$ cat config.mk
export PLATFORM = sky130hd
export DESIGN_NAME = trie_ctrl_flat
export DESIGN_NICKNAME = d
export VERILOG_FILES = /design/src/design/trie_pkg.sv /design/src/design/trie_item_if.sv /design/src/design/trie_result_if.sv /design/src/design/trie_ctrl.sv /design/src/flat_wrapper.sv
export SDC_FILE = /design/constraint.sdc
export NUM_CORES = 1
export LEC_CHECK = 0
export BUFFER_PORTS_ARGS = -buffer_cell sky130_fd_sc_hd__buf_2
export CELL_PAD_IN_SITES_DETAIL_PLACEMENT = 1
export CELL_PAD_IN_SITES_GLOBAL_PLACEMENT = 2
export CORE_MARGIN = 3
export CORE_UTILIZATION = 29
export DETAILED_ROUTE_END_ITERATION = 8
export GPL_TIMING_DRIVEN = 0
export PLACE_DENSITY_LB_ADDON = 0.1
export SLEW_MARGIN = 40
export SYNTH_ARGS = -nofsm -noshare
export SYNTH_HDL_FRONTEND = slang
export SYNTH_SLANG_ARGS = --single-unit
$ cat constraint.sdc
create_clock -name clk -period 4.1 [get_ports clk]
set_input_delay 0.205 -clock clk [delete_from_list [all_inputs] [get_ports clk]]
set_output_delay 0.205 -clock clk [all_outputs]
set_load 0.02 [all_outputs]
$ cat src/design/trie_pkg.sv
// Package for the prefix trie: sizes, memory row and request types, controller states.
// Used by the channel interfaces, the controller and the top level; depends on nothing.
package trie_pkg;

  localparam int MAX_NODES  = 1024;
  localparam int ALPHABET   = 26;
  localparam int ID_W       = $clog2(MAX_NODES);
  localparam int CNT_W      = ID_W + 1;
  localparam int LETTER_W   = 5;
  localparam int ROW_W      = ALPHABET + 1;
  localparam int LINK_DEPTH = MAX_NODES * ALPHABET;
  localparam int LINK_AW    = $clog2(LINK_DEPTH);
  localparam int WORD_END   = ALPHABET;

  localparam logic MODE_INSERT = 1'b0;
  localparam logic MODE_LOOKUP = 1'b1;

  typedef logic [ID_W-1:0]    id_t;
  typedef logic [CNT_W-1:0]   count_t;
  typedef logic [LETTER_W-1:0] letter_t;
  typedef logic [ROW_W-1:0]   row_t;
  typedef logic [LINK_AW-1:0] link_addr_t;

  typedef enum logic [2:0] {
    ST_INIT,
    ST_IDLE,
    ST_WALK,
    ST_CLEAR,
    ST_FREAD,
    ST_FINISH
  } state_t;

  typedef struct packed {
    logic we;
    id_t  waddr;
    row_t wdata;
    id_t  raddr;
  } node_port_t;

  typedef struct packed {
    logic       we;
    link_addr_t waddr;
    id_t        wdata;
    link_addr_t raddr;
  } link_port_t;

  function automatic link_addr_t link_addr(input id_t node, input letter_t letter);
    link_addr_t base;
    base = LINK_AW'(node) * LINK_AW'(ALPHABET);
    return base + LINK_AW'(letter);
  endfunction

endpackage

$ cat src/design/trie_item_if.sv
// Input channel of the trie: one letter of a word per transfer.
// Depends on trie_pkg.
interface trie_item_if;
  logic                  valid;
  logic                  ready;
  logic                  mode;
  trie_pkg::letter_t     letter;
  logic                  last;
  logic                  empty_word;

  modport source (output valid, mode, letter, last, empty_word, input ready);
  modport sink (input valid, mode, letter, last, empty_word, output ready);
endinterface

$ cat src/design/trie_result_if.sv
// Output channel of the trie: one result per finished word.
// Depends on trie_pkg.
interface trie_result_if;
  logic          valid;
  logic          ready;
  trie_pkg::id_t node_id;
  logic          found;
  logic          store_full;

  modport source (output valid, node_id, found, store_full, input ready);
  modport sink (input valid, node_id, found, store_full, output ready);
endinterface

$ cat src/design/trie_ctrl.sv
// Trie sequencer: walks, allocates and marks nodes through the node and link memories,
// and holds the result register. Depends on trie_pkg, trie_item_if and trie_result_if.
module trie_ctrl (
  input  logic                    clk,
  input  logic                    rst,
  trie_item_if.sink               item,
  trie_result_if.source           result,
  output trie_pkg::node_port_t    node_req,
  input  trie_pkg::row_t          node_rdata,
  output trie_pkg::link_port_t    link_req,
  input  trie_pkg::id_t           link_rdata
);

  trie_pkg::state_t  state, state_next;
  trie_pkg::id_t     cursor, cursor_next;
  trie_pkg::count_t  node_count, node_count_next;
  logic              path_broken, path_broken_next;
  logic              overflowed, overflowed_next;
  logic              mode, mode_next;
  trie_pkg::letter_t letter, letter_next;
  logic              last, last_next;
  logic              out_valid, out_valid_next;
  trie_pkg::id_t     out_id, out_id_next;
  logic              out_found, out_found_next;
  logic              out_full, out_full_next;

  logic accept;
  logic out_free;
  logic item_letter_ok;
  logic present;
  logic store_full_now;

  assign accept         = item.valid && item.ready;
  assign out_free       = !out_valid || result.ready;
  assign item_letter_ok = item.letter < trie_pkg::LETTER_W'(trie_pkg::ALPHABET);
  assign present        = node_rdata[letter];
  assign store_full_now = node_count >= trie_pkg::CNT_W'(trie_pkg::MAX_NODES);

  assign item.ready        = state == trie_pkg::ST_IDLE;
  assign result.valid      = out_valid;
  assign result.node_id    = out_id;
  assign result.found      = out_found;
  assign result.store_full = out_full;

  // next state
  always_comb begin
    state_next = state;
    case (state)
      trie_pkg::ST_INIT: begin
        state_next = trie_pkg::ST_IDLE;
      end
      trie_pkg::ST_IDLE: begin
        if (accept) begin
          if (item.empty_word) begin
            state_next = trie_pkg::ST_FREAD;
          end else if (path_broken || overflowed || !item_letter_ok) begin
            if (item.last) begin
              state_next = trie_pkg::ST_FINISH;
            end
          end else begin
            state_next = trie_pkg::ST_WALK;
          end
        end
      end
      trie_pkg::ST_WALK: begin
        if (present) begin
          state_next = last ? trie_pkg::ST_FREAD : trie_pkg::ST_IDLE;
        end else if (mode == trie_pkg::MODE_LOOKUP || store_full_now) begin
          state_next = last ? trie_pkg::ST_FINISH : trie_pkg::ST_IDLE;
        end else begin
          state_next = trie_pkg::ST_CLEAR;
        end
      end
      trie_pkg::ST_CLEAR: begin
        if (!last || out_free) begin
          state_next = trie_pkg::ST_IDLE;
        end
      end
      trie_pkg::ST_FREAD: begin
        state_next = trie_pkg::ST_FINISH;
      end
      trie_pkg::ST_FINISH: begin
        if (out_free) begin
          state_next = trie_pkg::ST_IDLE;
        end
      end
      default: begin
        state_next = trie_pkg::ST_INIT;
      end
    endcase
  end

  // datapath and memory requests
  always_comb begin
    cursor_next      = cursor;
    node_count_next  = node_count;
    path_broken_next = path_broken;
    overflowed_next  = overflowed;
    mode_next        = mode;
    letter_next      = letter;
    last_next        = last;
    out_valid_next   = out_valid && !result.ready;
    out_id_next      = out_id;
    out_found_next   = out_found;
    out_full_next    = out_full;

    node_req.we    = 1'b0;
    node_req.waddr = cursor;
    node_req.wdata = '0;
    node_req.raddr = cursor;
    link_req.we    = 1'b0;
    link_req.waddr = trie_pkg::link_addr(cursor, letter);
    link_req.wdata = node_count[trie_pkg::ID_W-1:0];
    link_req.raddr = trie_pkg::link_addr(cursor, item_letter_ok ? item.letter : '0);

    case (state)
      trie_pkg::ST_INIT: begin
        node_req.we = 1'b1;
      end
      trie_pkg::ST_IDLE: begin
        if (accept) begin
          mode_next   = item.mode;
          letter_next = item.letter;
          last_next   = item.last;
          if (item.empty_word) begin
            cursor_next      = '0;
            path_broken_next = 1'b0;
            overflowed_next  = 1'b0;
          end else if (!path_broken && !overflowed && !item_letter_ok) begin
            path_broken_next = 1'b1;
          end
        end
      end
      trie_pkg::ST_WALK: begin
        if (present) begin
          cursor_next = link_rdata;
        end else if (mode == trie_pkg::MODE_LOOKUP) begin
          path_broken_next = 1'b1;
        end else if (store_full_now) begin
          overflowed_next = 1'b1;
        end else begin
          node_req.we     = 1'b1;
          node_req.wdata  = node_rdata | (trie_pkg::ROW_W'(1) << letter);
          link_req.we     = 1'b1;
          cursor_next     = node_count[trie_pkg::ID_W-1:0];
          node_count_next = node_count + 1'b1;
        end
      end
      trie_pkg::ST_CLEAR: begin
        node_req.we                       = 1'b1;
        node_req.wdata[trie_pkg::WORD_END] = last;
        if (last && out_free) begin
          out_valid_next = 1'b1;
          out_id_next    = cursor;
          out_found_next = 1'b1;
          out_full_next  = 1'b0;
          cursor_next    = '0;
        end
      end
      trie_pkg::ST_FINISH: begin
        if (out_free) begin
          out_valid_next   = 1'b1;
          out_full_next    = overflowed;
          out_id_next      = '0;
          out_found_next   = 1'b0;
          cursor_next      = '0;
          path_broken_next = 1'b0;
          overflowed_next  = 1'b0;
          if (!path_broken && !overflowed) begin
            if (mode == trie_pkg::MODE_INSERT) begin
              node_req.we                       = 1'b1;
              node_req.wdata                    = node_rdata;
              node_req.wdata[trie_pkg::WORD_END] = 1'b1;
              out_found_next                    = 1'b1;
              out_id_next                       = cursor;
            end else if (node_rdata[trie_pkg::WORD_END]) begin
              out_found_next = 1'b1;
              out_id_next    = cursor;
            end
          end
        end
      end
      default: begin
      end
    endcase
  end

  always_ff @(posedge clk) begin
    if (rst) begin
      state       <= trie_pkg::ST_INIT;
      cursor      <= '0;
      node_count  <= trie_pkg::CNT_W'(1);
      path_broken <= 1'b0;
      overflowed  <= 1'b0;
      out_valid   <= 1'b0;
    end else begin
      state       <= state_next;
      cursor      <= cursor_next;
      node_count  <= node_count_next;
      path_broken <= path_broken_next;
      overflowed  <= overflowed_next;
      out_valid   <= out_valid_next;
    end
  end

  always_ff @(posedge clk) begin
    mode      <= mode_next;
    letter    <= letter_next;
    last      <= last_next;
    out_id    <= out_id_next;
    out_found <= out_found_next;
    out_full  <= out_full_next;
  end

endmodule

$ cat src/flat_wrapper.sv
// flat-port wrapper written by rule: the top's interface ports become plain ports
module trie_ctrl_flat 
  (clk, rst, node_req, node_rdata, link_req, link_rdata, item_valid, item_mode, item_letter, item_last, item_empty_word, item_ready, result_valid, result_node_id, result_found, result_store_full, result_ready);
  trie_item_if item_i ();
  trie_result_if result_i ();
  input  logic clk;
  input  logic rst;
  output trie_pkg::node_port_t node_req;
  input  trie_pkg::row_t node_rdata;
  output trie_pkg::link_port_t link_req;
  input  trie_pkg::id_t link_rdata;
  input wire logic [$bits(item_i.valid)-1:0] item_valid;
  input wire logic [$bits(item_i.mode)-1:0] item_mode;
  input wire logic [$bits(item_i.letter)-1:0] item_letter;
  input wire logic [$bits(item_i.last)-1:0] item_last;
  input wire logic [$bits(item_i.empty_word)-1:0] item_empty_word;
  output wire logic [$bits(item_i.ready)-1:0] item_ready;
  output wire logic [$bits(result_i.valid)-1:0] result_valid;
  output wire logic [$bits(result_i.node_id)-1:0] result_node_id;
  output wire logic [$bits(result_i.found)-1:0] result_found;
  output wire logic [$bits(result_i.store_full)-1:0] result_store_full;
  input wire logic [$bits(result_i.ready)-1:0] result_ready;
  assign item_i.valid = item_valid;
  assign item_i.mode = item_mode;
  assign item_i.letter = item_letter;
  assign item_i.last = item_last;
  assign item_i.empty_word = item_empty_word;
  assign item_ready = item_i.ready;
  assign result_valid = result_i.valid;
  assign result_node_id = result_i.node_id;
  assign result_found = result_i.found;
  assign result_store_full = result_i.store_full;
  assign result_i.ready = result_ready;
  trie_ctrl u_core (.clk(clk), .rst(rst), .item(item_i), .result(result_i), .node_req(node_req), .node_rdata(node_rdata), .link_req(link_req), .link_rdata(link_rdata));
endmodule
Yosys cells after proc, flatten, opt, wreduce, memory -nomap -nowiden
Cells that the tools add are included.
{"block": "word_totals", "in_bits": 49, "out_inout_bits": 103, "word_cells": 139, "ff_bits": 46}
{"block": "op_classes", "n_shift": 1, "n_reduce_logical": 28, "bitwise": 4, "muxes": 69, "eq_ne": 18, "mul": 1, "magnitude_cmp": 3, "n_addsub": 3}
{"op": "27-bit two-way mux", "count": 6}
{"op": "10-bit two-way mux", "count": 12}
{"op": "26-bit case mux with 2 select lines", "count": 1}
{"op": "10-bit case mux with 4 select lines", "count": 1}
{"op": "15-bit by 5-bit adder with 15-bit output", "count": 2}
{"op": "3-bit two-way mux", "count": 10}
{"op": "1-bit two-way mux", "count": 28}
{"op": "27-bit OR", "count": 1}
{"op": "1-bit by 5-bit left shift with 27-bit output (first input constant)", "count": 1}
{"op": "10-bit case mux with 2 select lines", "count": 1}
{"op": "3-bit case mux with 6 select lines", "count": 1}
{"op": "10-bit by 4-bit multiplier with 14-bit output (second input constant)", "count": 1}
{"op": "7-bit AND reduction", "count": 2}
{"op": "1-bit case mux with 3 select lines", "count": 4}
{"op": "11-bit by 1-bit adder with 11-bit output (second input constant)", "count": 1}
{"op": "11-bit greater-or-equal comparator (second input constant)", "count": 1}
{"op": "2-bit by 1-bit inequality test with 1-bit output (second input constant)", "count": 5}
{"op": "2-bit inequality test (second input constant)", "count": 4}
{"op": "4-bit AND reduction", "count": 2}
{"op": "3-bit by 2-bit equality test with 1-bit output (second input constant)", "count": 2}
{"op": "3-bit equality test (second input constant)", "count": 2}
{"op": "1-bit logical NOT", "count": 6}
{"op": "5-bit by 6-bit < comparator with 1-bit output (second input constant)", "count": 1}
{"op": "3-bit inequality test (second input constant)", "count": 2}
{"op": "18 further kinds", "count": 30}

Logic depth before layout (Yosys ltp)
{"block": "depth", "word_depth": 7, "depth_mapped": 12, "ltp_nobuf": 11}

Worst setup path before layout
Ideal clock, no wire load.
{"block": "synth_path", "path_type": "reg-to-output", "startpoint": "register u_core.cursor[1]", "endpoint": "output link_req[39] (netlist name)", "n_path_buf": 0, "required_time_ns": 3.895, "stages_incl_launch_ff": 10, "t_arrival_ns": 3.555, "slack_ns": 0.340, "path_cell_list": "dfxtp_1 ha_1 fa_1 ha_1 a211oi_1 mux2i_1 a211oi_1 nand4_1 nor4_1 xnor3_1"}
{"item": "start: declaration", "line_no": "trie_ctrl.sv:15", "text": "trie_pkg::id_t cursor, cursor_next;"}
{"item": "start signal: assignment", "line_no": "trie_ctrl.sv:198", "text": "cursor <= cursor_next;"}
{"item": "end: declaration", "line_no": "flat_wrapper.sv:10", "text": "output trie_pkg::link_port_t link_req;"}

==> results.txt <==
* Result of the run: finished clean
- Most common library cell in the layout ignoring fill and taps: buf_2
- Unrepaired setup endpoints after global routing: yes
- The floorplan has between 40 and 50 rows.
- For this run, the number of Yosys warnings is 0.
- The number of antenna diodes in the final layout is 0.
- Including well taps, the total number of placed cells is between 800 and 900.
* Global routing usage summed across all routing layers: 0.1768
- Slowest stage cell on the critical path: fa_1
- Fill cell count: around 1800
- Total die area: 16810 um2
- Top-level I/O count: 152
- Vias per Instance: approximately 5.1
- In this run the clock root is driven by a clkbuf_16.
* PwrDens: between 200 and 250 nW/um2
- For the worst setup path, the data required time is 3.89 ns.
- Counting every net in the synthesized netlist gives approximately 620.
* Fin crit share: 0.9462
* Post-synthesis sequential element count: 46
- Initial standard-cell utilization of the core: 0.3005
- Clock slew at the register clock pins of the worst setup and hold paths: around 0.07 ns
- For this run the aggregate overflow at the end of global routing stands at 0.
- Detailed placement finished with a half-perimeter wire length of ~12000 um.
* Primary FF master, synth: dfxtp_1
- Of the synthesized area, sequential elements account for 0.2506.
- In this run, distinct cell masters in the synthesized netlist total 56.
* Highest ir drop seen on vdd: roughly 0.00014 V
- Overall die width: roughly 130 um
* Critical path startpoint category: flop
- Pre-CTS WS: -0.2772 ns
* Share of Yosys cell area claimed by the top area cell type: 0.1287
- Endpoint type of the worst setup path: primary output
- Chip height: between 100 and 150 um
- Finish-stage setup viols: 0
* Transition at the pin with the smallest max-transition slack: around 0.81 ns
- Crit Path Class: flop to primary output
- The H-tree was split into 2 levels.
- Cell taking the most area after synthesis: edfxtp_1
- Total of buffers placed on input and output ports: between 150 and 200
- Standby leakage power: between 2 and 3 nW
- Largest driver fanout on the critical path: 9
- After detailed routing, the total wire length is between 15000 and 20000 um.
- Layout Skew: 0.003291 ns
* DR vias: ~4400
- DRC violation count after routing: 0
- Pin count of the biggest net entering global routing: 16
* Cell count after synthesis: 530
* Post-Syn Area: 4434 um2
- After floorplanning, the core was sized to cover 14750 um2.
- Area added between synthesis and finish: 28.41%
- Fraction of layout cells with a size suffix above 1: 0.3232
* Final count of pins violating max slew: 0
* Biggest cell delay along the critical path: 0.51 ns
* Number of flops mapped to enable cells by yosys: 19
- Derived from the worst setup path, the maximum achievable clock frequency is 0.2578 GHz.
- Max-Cap Viols: 0
* CTS tree: done
- The number of hold violations in the final report was 0.
- At the worst endpoint, the arrival time is 3.67 ns.
- The routed design could run at a clock period as short as ~3.9 ns.
* Final Instance Count excl. Fillers: roughly 900
- Buffer levels on the longest clock path: 2
- The clock drives 46 sinks.
- Initial antenna violation count: 0
* Global-route wire length before repair: ~24000 um
- Antenna-violating nets left: 0
- Post-DR wirelength/cell: around 17 um
- The worst path meets setup with roughly 0.22 ns of slack.
* Number of buffers added by the clock tree synthesis step: 5
- Iteration-0 DRC Markers: around 170
* Final weighted congestion in routability-driven placement: 0.8161
- Clock latency of the later-clocked register in the worst-skew pair: between 0.2 and 0.3 ns
- Traced cell by cell, the critical path runs through ha_1 > inv_1 > fa_1 > inv_1 > ha_2 > a21oi_1 > nand2_1 > a311o_1 > a21o_1 > a21oi_1 > xnor3_1 > buf_2.
- Counting flops with an async set or reset pin after synthesis yields a share of 0.
- Number of nets in the layout: slightly below 800
- Headroom to the max-slew limit came out at 0.4551.
* Pre-Repair DR Iteration Count: 4
* Vias in the first global route: about 4700
* Largest cells by area after synthesis: edfxtp_1 13%, dfxtp_1 12%, ha_1 9.6%, nor2_1 5.3%, xnor2_1 4.9%
- Leaving out fill and tap cells, the most frequent cells in the layout are 155 x buf_2, 63 x nor2_1, 37 x inv_1.
- A synthesized cell averages about 8.4 um2.
- The number of hold buffers added after CTS was 0.
- Hold Path Class: primary input to flop
## state kept, by name (all words and copies together) (netlist names)
register	count
u_core.result.node_id	10
u_core.result.store_full	1
u_core.result.found	1
u_core.mode	1
u_core.overflowed	1
u_core.result.valid	1
u_core.path_broken	1
u_core.letter	5
u_core.state	3
u_core.last	1
u_core.cursor	10
u_core.node_count	11
## synth_stat cells, drive strengths merged, types with 7 or more instances
cell     n
and2     8
o21ai   20
nand3    7
dfxtp   27
nor2    63
nand2b  14
xor2     8
xnor2   25
and3    23
edfxtp  19
buf     27
inv     38
nand2   31
nor2b   20
fa       9
a31oi   27
nor3    14
a211o   10
clkbuf  19
ha      34
a21oi   17
## power breakdown
part	internal, mW	switching [mW]
combinational	0.147	0.250
sequential	0.496	0.0196
clock	0.226	0.181
## cells by family after synthesis
group,count (synthesis),share of synthesized area
adder cells (fa/ha/maj),43,0.1366
AND/OR/NAND/NOR,196,0.2201
flip-flops,46,0.2506
XOR/XNOR,35,0.07534
AO/OA/AOI/OAI,111,0.1730
buffers and inverters,84,0.09170
multiplexers,15,0.05277
## repair_timing
action                                  CTS  global route
endpoints found under the setup margin   10            24
resized for setup                         8            17
buffers inserted                          2             1
pin swaps                                 2             3
## critical path, delay by kind of cell (launching register included)
family | cells | cell delay [ns]
AO/OA/AOI/OAI | 4 | 1.14
XOR/XNOR | 1 | 0.37
adder cells (fa/ha/maj) | 3 | 1.14
buffers and inverters | 3 | 0.27
flip-flops | 1 | 0.38
AND/OR/NAND/NOR | 1 | 0.10
## final timing paths
path / startpoint / endpoint / slack [ns] / depth (start not counted)
worst max-delay path: u_core.cursor[4]$_SDFFE_PP0P_ / link_req[14] / 0.22 / 12
worst min-delay path: item_mode / u_core.mode$_DFFE_PP_ / 0.09 / 1
worst max register to register: u_core.letter[0]$_DFFE_PP_ / u_core.state[1]$_SDFFE_PP0P_ / 0.98 / 10
worst min register to register: u_core.path_broken$_SDFFE_PP0P_ / u_core.path_broken$_SDFFE_PP0P_ / 0.51 / 1
## layout make-up
class,instances,area (um2),area share
tap,184,230.2,0.04043
buffer,44,257.7,0.04526
sequential,46,1126,0.1978
clock buffer,5,125.1,0.02197
timing repair buffer,154,778.2,0.1367
clock inverter,3,21.27,0.003735
inverter,38,142.6,0.02505
multi-input combinational,400,3013,0.5291
## per-stage QoR
step	TNS (ns)	total power [mW]	utilization	instance area, um2	hold slack, ns
after floorplan	0	0.7786	-	4434	0.3039
after global placement	-0.3715	0.9154	0.3674	5420	0.3922
after detailed placement	-0.6812	0.9237	0.3684	5435	0.3884
after CTS	0	1.338	0.3810	5622	0.08456
after global routing	-0.06523	1.400	0.3859	5694	0.08627
final	0	1.319	0.3859	5694	0.09040
## layer usage
metal | GRT usage | up-vias | routed length (um)
met5 | 0 | - | 0
met4 | 0.01773 | 0 | 48
met3 | 0.03050 | 8 | 762
met2 | 0.3145 | 117 | 7459
met1 | 0.2328 | 2125 | 6943
li1 | - | 2178 | -
Note: power is estimated with default switching activity, not from simulation.
